[config.mk]
export PLATFORM = sky130hd
export DESIGN_NAME = signed_int_to_decimal_ascii_unit_flat
export DESIGN_NICKNAME = d
export VERILOG_FILES = /design/src/sv/sid_pkg.sv /design/src/sv/sid_ifs.sv /design/src/sv/signed_int_to_decimal_ascii_unit.sv /design/src/sv/sid_cell.sv /design/src/sv/sid_conv.sv /design/src/sv/sid_emit.sv /design/src/flat_wrapper.sv
export SDC_FILE = /design/constraint.sdc
export NUM_CORES = 1
export LEC_CHECK = 0
export BUFFER_PORTS_ARGS = -buffer_cell sky130_fd_sc_hd__clkbuf_2
export CAP_MARGIN = 20
export CORE_AREA = 8 8 103 152
export CTS_CLUSTER_DIAMETER = 50
export DETAILED_ROUTE_END_ITERATION = 8
export DIE_AREA = 0 0 111 160
export HOLD_SLACK_MARGIN = 0.12
export PLACE_DENSITY = 0.74
export SLEW_MARGIN = 15
export SYNTH_ARGS = -nofsm -noshare
export SYNTH_HDL_FRONTEND = slang
export SYNTH_SLANG_ARGS = --single-unit
export TNS_END_PERCENT = 30
[constraint.sdc]
create_clock -name clk -period 3.21 [get_ports clk]
set_input_delay 0.8025 -clock clk [delete_from_list [all_inputs] [get_ports clk]]
set_output_delay 0.8025 -clock clk [all_outputs]
set_load 0.02 [all_outputs]
[src/sv/sid_pkg.sv]
// Package for the signed integer to decimal text unit.
// Holds widths, character codes, shared types and the leading digit search.
// No dependencies.
`default_nettype none

package sid_pkg;

  localparam int VALUE_W    = 32;
  localparam int CHAR_W     = 7;
  localparam int NUM_DIGITS = 10;
  localparam int CNT_W      = $clog2(VALUE_W);
  localparam int IDX_W      = $clog2(NUM_DIGITS);

  localparam logic [CHAR_W-1:0] CHAR_ZERO  = 7'd48;
  localparam logic [CHAR_W-1:0] CHAR_MINUS = 7'd45;

  typedef logic [3:0] bcd_digit_t;

  // Converted value handed from the cell row to the character emitter
  typedef struct packed {
    logic                             neg;
    bcd_digit_t [NUM_DIGITS-1:0]      digits;
  } conv_res_t;

  typedef enum logic [1:0] {
    CV_IDLE,
    CV_SHIFT,
    CV_HOLD
  } conv_state_t;

  // Index of the most significant nonzero digit; zero when all digits are zero
  function automatic logic [IDX_W-1:0] msd_index(input bcd_digit_t [NUM_DIGITS-1:0] d);
    logic [IDX_W-1:0] idx;
    idx = '0;
    for (int i = 0; i < NUM_DIGITS; i++) begin
      if (d[i] != 4'd0) idx = IDX_W'(i);
    end
    return idx;
  endfunction

endpackage

`default_nettype wire

[src/sv/sid_ifs.sv]
// Valid/ready channel interfaces of the signed integer to decimal text unit.
// Depends on sid_pkg for the field widths.
`default_nettype none

interface sid_in_if;
  import sid_pkg::*;
  logic                       valid;
  logic                       ready;
  logic signed [VALUE_W-1:0]  value;

  modport source (output valid, output value, input ready);
  modport sink   (input valid, input value, output ready);
endinterface

interface sid_out_if;
  import sid_pkg::*;
  logic               valid;
  logic               ready;
  logic [CHAR_W-1:0]  character;
  logic               last;

  modport source (output valid, output character, output last, input ready);
  modport sink   (input valid, input character, input last, output ready);
endinterface

`default_nettype wire

[src/sv/signed_int_to_decimal_ascii_unit.sv]
// Top level of the signed integer to decimal text unit.
// Depends on sid_pkg, sid_ifs, sid_conv, sid_cell and sid_emit.
//
// Usage:
//   in_ch  carries one signed 32-bit value per item (valid/ready).
//   out_ch carries the decimal text of each value, one ASCII character per
//   item, most significant first: a minus sign for negative values, then
//   the digits with leading zeros dropped; last marks the final character.
//   A value gives 1 to 11 characters.
// Conversion: an accepted value is shifted through the shift-and-add-3 digit
//   cell row, one magnitude bit per cycle, then held by the converter until
//   the emitter loads it and presents its first character on out_ch.
// Flow: the converter takes no new value while it is shifting; the emitter
//   sends one character per cycle while out_ch is ready. A new value is
//   taken while the previous one is still being sent.
// Reset clears both control stages; no items are pending afterwards.
// When out_ch stalls, the emitter holds its character, the converter holds
//   its finished value, and in_ch deasserts ready until space frees up.
`default_nettype none

module signed_int_to_decimal_ascii_unit
  import sid_pkg::*;
(
  input  wire logic  clk,
  input  wire logic  rst_n,
  sid_in_if.sink     in_ch,
  sid_out_if.source  out_ch
);

  logic      res_valid;
  logic      res_ready;
  conv_res_t res;

  sid_conv u_conv (
    .clk       (clk),
    .rst_n     (rst_n),
    .in_valid  (in_ch.valid),
    .in_ready  (in_ch.ready),
    .in_value  (in_ch.value),
    .res_valid (res_valid),
    .res_ready (res_ready),
    .res       (res)
  );

  sid_emit u_emit (
    .clk           (clk),
    .rst_n         (rst_n),
    .res_valid     (res_valid),
    .res_ready     (res_ready),
    .res           (res),
    .out_valid     (out_ch.valid),
    .out_ready     (out_ch.ready),
    .out_character (out_ch.character),
    .out_last      (out_ch.last)
  );

endmodule

`default_nettype wire

[src/sv/sid_cell.sv]
// One BCD digit cell of the shift-and-add-3 conversion row.
// Depends on sid_pkg for the digit type.
`default_nettype none

module sid_cell
  import sid_pkg::*;
(
  input  wire logic       clk,
  input  wire logic       clr,
  input  wire logic       shift,
  input  wire logic       shin,
  output      bcd_digit_t digit,
  output      logic       cout
);

  bcd_digit_t digit_r;
  bcd_digit_t digit_nxt;
  bcd_digit_t adj;

  // Add three when the digit would overflow a decimal place on doubling
  always_comb begin
    adj       = (digit_r >= 4'd5) ? (digit_r + 4'd3) : digit_r;
    cout      = adj[3];
    digit_nxt = {adj[2:0], shin};
  end

  // Clear on load, advance one bit on shift, hold otherwise
  always_ff @(posedge clk) begin
    if (clr) begin
      digit_r <= '0;
    end else if (shift) begin
      digit_r <= digit_nxt;
    end
  end

  assign digit = digit_r;

endmodule

`default_nettype wire

[src/sv/sid_conv.sv]
// Binary to BCD converter: magnitude shift register feeding a row of digit cells.
// Depends on sid_pkg and sid_cell.
`default_nettype none

module sid_conv
  import sid_pkg::*;
(
  input  wire logic                      clk,
  input  wire logic                      rst_n,
  input  wire logic                      in_valid,
  output      logic                      in_ready,
  input  wire logic signed [VALUE_W-1:0] in_value,
  output      logic                      res_valid,
  input  wire logic                      res_ready,
  output      conv_res_t                 res
);

  conv_state_t           state_r, state_nxt;
  logic [CNT_W-1:0]      cnt_r, cnt_nxt;
  logic [VALUE_W-1:0]    mag_r;
  logic                  neg_r;
  logic                  load;
  logic                  shift;
  logic [NUM_DIGITS-1:0] carry;
  bcd_digit_t [NUM_DIGITS-1:0] digits;

  // Next state and handshake
  always_comb begin
    state_nxt = state_r;
    cnt_nxt   = cnt_r;
    res_valid = 1'b0;
    in_ready  = 1'b0;
    shift     = 1'b0;
    unique case (state_r)
      CV_IDLE: begin
        in_ready = 1'b1;
      end
      CV_SHIFT: begin
        shift   = 1'b1;
        cnt_nxt = cnt_r + 1'b1;
        if (cnt_r == CNT_W'(VALUE_W - 1)) state_nxt = CV_HOLD;
      end
      CV_HOLD: begin
        res_valid = 1'b1;
        in_ready  = res_ready;
        if (res_ready) state_nxt = CV_IDLE;
      end
      default: state_nxt = CV_IDLE;
    endcase
    load = in_valid && in_ready;
    if (load) begin
      state_nxt = CV_SHIFT;
      cnt_nxt   = '0;
    end
  end

  always_ff @(posedge clk) begin
    if (!rst_n) begin
      state_r <= CV_IDLE;
      cnt_r   <= '0;
    end else begin
      state_r <= state_nxt;
      cnt_r   <= cnt_nxt;
    end
  end

  // Load the magnitude and sign, then shift the magnitude out msb first
  always_ff @(posedge clk) begin
    if (load) begin
      neg_r <= in_value[VALUE_W-1];
      mag_r <= in_value[VALUE_W-1] ? (VALUE_W'(0) - VALUE_W'(in_value))
                                   : VALUE_W'(in_value);
    end else if (shift) begin
      mag_r <= {mag_r[VALUE_W-2:0], 1'b0};
    end
  end

  // Row of digit cells, least significant first
  for (genvar i = 0; i < NUM_DIGITS; i++) begin : g_cell
    sid_cell u_cell (
      .clk   (clk),
      .clr   (load),
      .shift (shift),
      .shin  ((i == 0) ? mag_r[VALUE_W-1] : carry[(i == 0) ? 0 : i - 1]),
      .digit (digits[i]),
      .cout  (carry[i])
    );
  end

  assign res.neg    = neg_r;
  assign res.digits = digits;

endmodule

`default_nettype wire

[src/sv/sid_emit.sv]
// Character emitter: holds one converted value and sends its text msd first.
// Depends on sid_pkg.
`default_nettype none

module sid_emit
  import sid_pkg::*;
(
  input  wire logic        clk,
  input  wire logic        rst_n,
  input  wire logic        res_valid,
  output      logic        res_ready,
  input  wire conv_res_t   res,
  output      logic        out_valid,
  input  wire logic        out_ready,
  output      logic [CHAR_W-1:0] out_character,
  output      logic        out_last
);

  logic                        active_r;
  logic                        minus_r;
  logic [IDX_W-1:0]            idx_r;
  bcd_digit_t [NUM_DIGITS-1:0] digits_r;
  logic                        send;
  logic                        load;

  // Present the sign first, then digits down to the units place
  always_comb begin
    out_valid     = active_r;
    out_character = minus_r ? CHAR_MINUS : (CHAR_ZERO + CHAR_W'(digits_r[idx_r]));
    out_last      = !minus_r && (idx_r == '0);
    send          = out_valid && out_ready;
    res_ready     = !active_r || (send && out_last);
    load          = res_valid && res_ready;
  end

  always_ff @(posedge clk) begin
    if (!rst_n) begin
      active_r <= 1'b0;
    end else if (load) begin
      active_r <= 1'b1;
    end else if (send && out_last) begin
      active_r <= 1'b0;
    end
  end

  // Take a new value, or advance one character per accepted item
  always_ff @(posedge clk) begin
    if (load) begin
      minus_r  <= res.neg;
      idx_r    <= msd_index(res.digits);
      digits_r <= res.digits;
    end else if (send) begin
      if (minus_r) begin
        minus_r <= 1'b0;
      end else if (idx_r != '0) begin
        idx_r <= idx_r - 1'b1;
      end
    end
  end

endmodule

`default_nettype wire

[src/flat_wrapper.sv]
// flat-port wrapper written by rule: the top's interface ports become plain ports
module signed_int_to_decimal_ascii_unit_flat import sid_pkg::*;
  (clk, rst_n, in_ch_valid, in_ch_value, in_ch_ready, out_ch_valid, out_ch_character, out_ch_last, out_ch_ready);
  sid_in_if in_ch_i ();
  sid_out_if out_ch_i ();
  input  wire logic clk;
  input  wire logic rst_n;
  input wire logic [$bits(in_ch_i.valid)-1:0] in_ch_valid;
  input wire logic [$bits(in_ch_i.value)-1:0] in_ch_value;
  output wire logic [$bits(in_ch_i.ready)-1:0] in_ch_ready;
  output wire logic [$bits(out_ch_i.valid)-1:0] out_ch_valid;
  output wire logic [$bits(out_ch_i.character)-1:0] out_ch_character;
  output wire logic [$bits(out_ch_i.last)-1:0] out_ch_last;
  input wire logic [$bits(out_ch_i.ready)-1:0] out_ch_ready;
  assign in_ch_i.valid = in_ch_valid;
  assign in_ch_i.value = in_ch_value;
  assign in_ch_ready = in_ch_i.ready;
  assign out_ch_valid = out_ch_i.valid;
  assign out_ch_character = out_ch_i.character;
  assign out_ch_last = out_ch_i.last;
  assign out_ch_i.ready = out_ch_ready;
  signed_int_to_decimal_ascii_unit u_core (.clk(clk), .rst_n(rst_n), .in_ch(in_ch_i), .out_ch(out_ch_i));
endmodule
==> impl_metrics.toml <==
[logic_synthesis]
synth_xor_area_share_pct = 7.06
syn_nets = 706
yosysWarnings = 0
yosysSeqAreaShare_pct = 50.2
synth-compound-area-share_pct = 14.3
synth_top_cell_area_share_pct = 35.6
yosys.area.top_type = "edfxtp_1"
synth_area_um2 = 6570
yosys.area_share.adder_pct = 4.76
synth.distinct_cells = 50
syn_inst = 645
synth_edf_count = 78
synth_top_family_by_area = "simple AND/OR/NAND/NOR gates"
avgSynthCellArea_um2 = 10.2
yosys_register_bits = 126
synth.area.mux_share_pct = 4.19
synth.area.top_cells = "edfxtp_1, dfxtp_1, xor2_1"
synth_ff_type = "edfxtp_1"
synth-simple-area-share_pct = 15.0
synthArstFlopShare_pct = 0

[timing]
worstMarginPinSlew_ps = 631
max_slew_margin_pct = 57.9
drv_slew = 0
rsz0062_at_grt = "no"
min_period_over_period_pct = 91.4
final_hold_viol_count = 0
clock.fmax_mhz = 341
hold_ws_ps = 465
period_minus_slack_ps = 2930
tns_ps = 0
setup_viol = 0
fin_worst_skew_ps = 7.94

[status]
status = "completed"

[pwr]
internal-power_w = 0.00311
switching_share_pct = 22.5
clkPwrFrac_pct = 47.6
total_power_w = 0.00401
switchingPower_w = 0.000904
power_density_nw_per_um2 = 534
peakVddDrop_mv = 0.357
p_comb_share_pct = 6.9
power_leakage_nw = 2.81
p_seq_share_pct = 45.5

[route]
drt.antenna.violating_nets = 0
wirelength_um = 13400
drt_iter0_markers = 263
wl_per_cell_um = 15.6
via_per_inst = 5.56
drc_errors = 0
vias = 4788
dr.pass1.iters = 5

[finish]
area_delta_synth_final_pct = 14.3
drive_above_1_share_pct = 15.5
antenna_cells = 0
nets = 747

[global_routing]
gr-total-overflow = 0
grt_first_pass_wirelength_um = 22400
grt_antenna_before_repair = 0
grt_start_max_net_pins = 51
track_usage_pct = 15.3
grt_pass1_vias = 4808

[clocking]
cts_setup_buffers = 0
clk_latency_ps = 400
cts_made_buffers = 17
clockBufferDepth = 2
clkTransAtPathRegs_ps = 60
clock_sinks = 126
cts_resized = 0
clock-root-buffer = "clkbuf_16"
cts_hold_repair.buffers = 0
htreeDepth = 4
cts_tree = "done"

[run]
maxCapViolations = 0

[setup_path]
reg2reg_slack_ps = 690
startpoint = "u_core.u_emit.idx_r[0]"
worst_setup_path_end_kind = "output pin"
r2r_start = "u_core.u_emit.idx_r[0]"
start_kind = "flip-flop"
worstSetupEndpoint = "in_ch_ready"
rr_worst_depth = 8
critPathMaxFanout = 7
rr_endpoint = "u_core.u_conv.mag_r[12]"
criticalPathCategory = "reg2out"
worstPathArrival_ps = 2130
required_ps = 2410

[floorplanning]
die-width_um = 111
start_util_pct = 49.3
dieHeight_um = 160
num_rows = 52
floorplan.core_area_um2 = 13300
ioPinCount = 46
fp.dieArea_um2 = 17800

[placement]
dpl.hpwl_um = 9630
portBuffers = 43
place_congestion = 0.811

[worst_hold_path]
min_path_type = "reg2reg"
min_path_cells = 2
[critical path: stages, from the launching register on]
cell and delay, ps:
edfxtp_1 380, buf_4 190, inv_1 80, ha_1 140, or3b_4 410, o211ai_2 210, nor2b_1 150, clkbuf_2 170
[power by group through the flow]
stage | Sequential (W) | Clock, W | Combinational, W
4_1_cts | 0.00182 | 0.00194 | 0.000281
6_report | 0.00182 | 0.00191 | 0.000277
2_1_floorplan | 0.00185 | 0 | 0.000195
3_5_place_dp | 0.00186 | 0 | 0.000280
3_3_place_gp | 0.00185 | 0 | 0.000270
5_1_grt | 0.00183 | 0.00201 | 0.000312
[cells in the mapped netlist (5+ instances only)]
| cell | count |
|---|---|
| o31ai_1 | 10 |
| o21ai_1 | 38 |
| xor2_1 | 39 |
| nand2_1 | 77 |
| nor3b_1 | 7 |
| xnor2_1 | 14 |
| mux2i_1 | 5 |
| inv_1 | 27 |
| a21oi_1 | 55 |
| nor3_1 | 9 |
| clkbuf_1 | 15 |
| nor2_1 | 44 |
| nand2b_1 | 13 |
| buf_2 | 6 |
| ha_1 | 25 |
| edfxtp_1 | 78 |
| nand3_1 | 26 |
| dfxtp_1 | 48 |
| o21ai_0 | 35 |
| buf_6 | 6 |
| mux4_2 | 8 |
[sequential cells by signal, summed over array words and instances (netlist names)]
register                           count
u_core.u_conv.cnt_r                    5
u_core.u_conv.g_cell.u_cell.digit     40
u_core.u_conv.mag_r                   32
u_core.u_conv.neg_r                    1
u_core.u_conv.state_r                  2
u_core.u_emit.digits_r                40
u_core.u_emit.idx_r                    4
u_core.u_emit.minus_r                  1
u_core.u_emit.out_valid                1
[layer usage]
metal | wire (µm) | global-route usage (%) | vias to the layer above
met2 | 7130 | 26.8 | 126
met3 | 456 | 3.34 | 17
li1 | - | - | 2390
met1 | 5580 | 17.0 | 2255
met5 | 0 | 0 | -
met4 | 251 | 7.34 | 0
[final cells by class]
type | count | area (µm²)
fill | 1103 | 5820
tap | 162 | 203
multi-input combinational | 460 | 2990
timing repair buffer | 53 | 315
clock inverter | 15 | 173
clock buffer | 17 | 425
sequential | 126 | 3300
inverter | 28 | 106
[cell usage in the layout (no fill, tap or decap), drive strengths merged, types with 5 or more instances in the layout]
master / instances
a21oi: 55
buf: 10
clkbuf: 60
clkinv: 8
clkinvlp: 5
dfxtp: 48
edfxtp: 78
ha: 25
inv: 27
mux2i: 5
mux4: 8
nand2: 77
nand2b: 13
nand3: 26
nor2: 44
nor3: 9
nor3b: 7
nor4: 5
o21ai: 73
o31ai: 10
o41ai: 8
xnor2: 14
xor2: 39
[cell families after synthesis]
group | Yosys count
other cells | 2
mux | 17
simple gates | 203
buf+inv | 59
xor+xnor | 53
fa+ha+maj | 25
flops | 126
compound gates | 160
[through the flow]
stage	setup slack (ps)	util [%]	instance area, µm²	std cells
4_1_cts	240	56.3	7510	861
3_5_place_dp	433	51.9	6920	829
5_1_grt	120	56.3	7510	861
2_1_floorplan	175	-	6570	645
6_report	277	56.3	7510	861
3_3_place_gp	499	51.9	6920	829
[worst min path at each step]
stage,start,endpoint
4_1_cts,u_core.u_conv.cnt_r[4],u_core.u_conv.cnt_r[4]
6_report,u_core.u_conv.cnt_r[4],u_core.u_conv.cnt_r[4]
3_5_place_dp,u_core.u_conv.cnt_r[4],u_core.u_conv.cnt_r[4]
2_1_floorplan,u_core.u_conv.cnt_r[4],u_core.u_conv.cnt_r[4]
5_1_grt,u_core.u_conv.cnt_r[4],u_core.u_conv.cnt_r[4]
3_3_place_gp,u_core.u_conv.cnt_r[4],u_core.u_conv.cnt_r[4]
No activity file was read; power rests on OpenSTA's default activity.
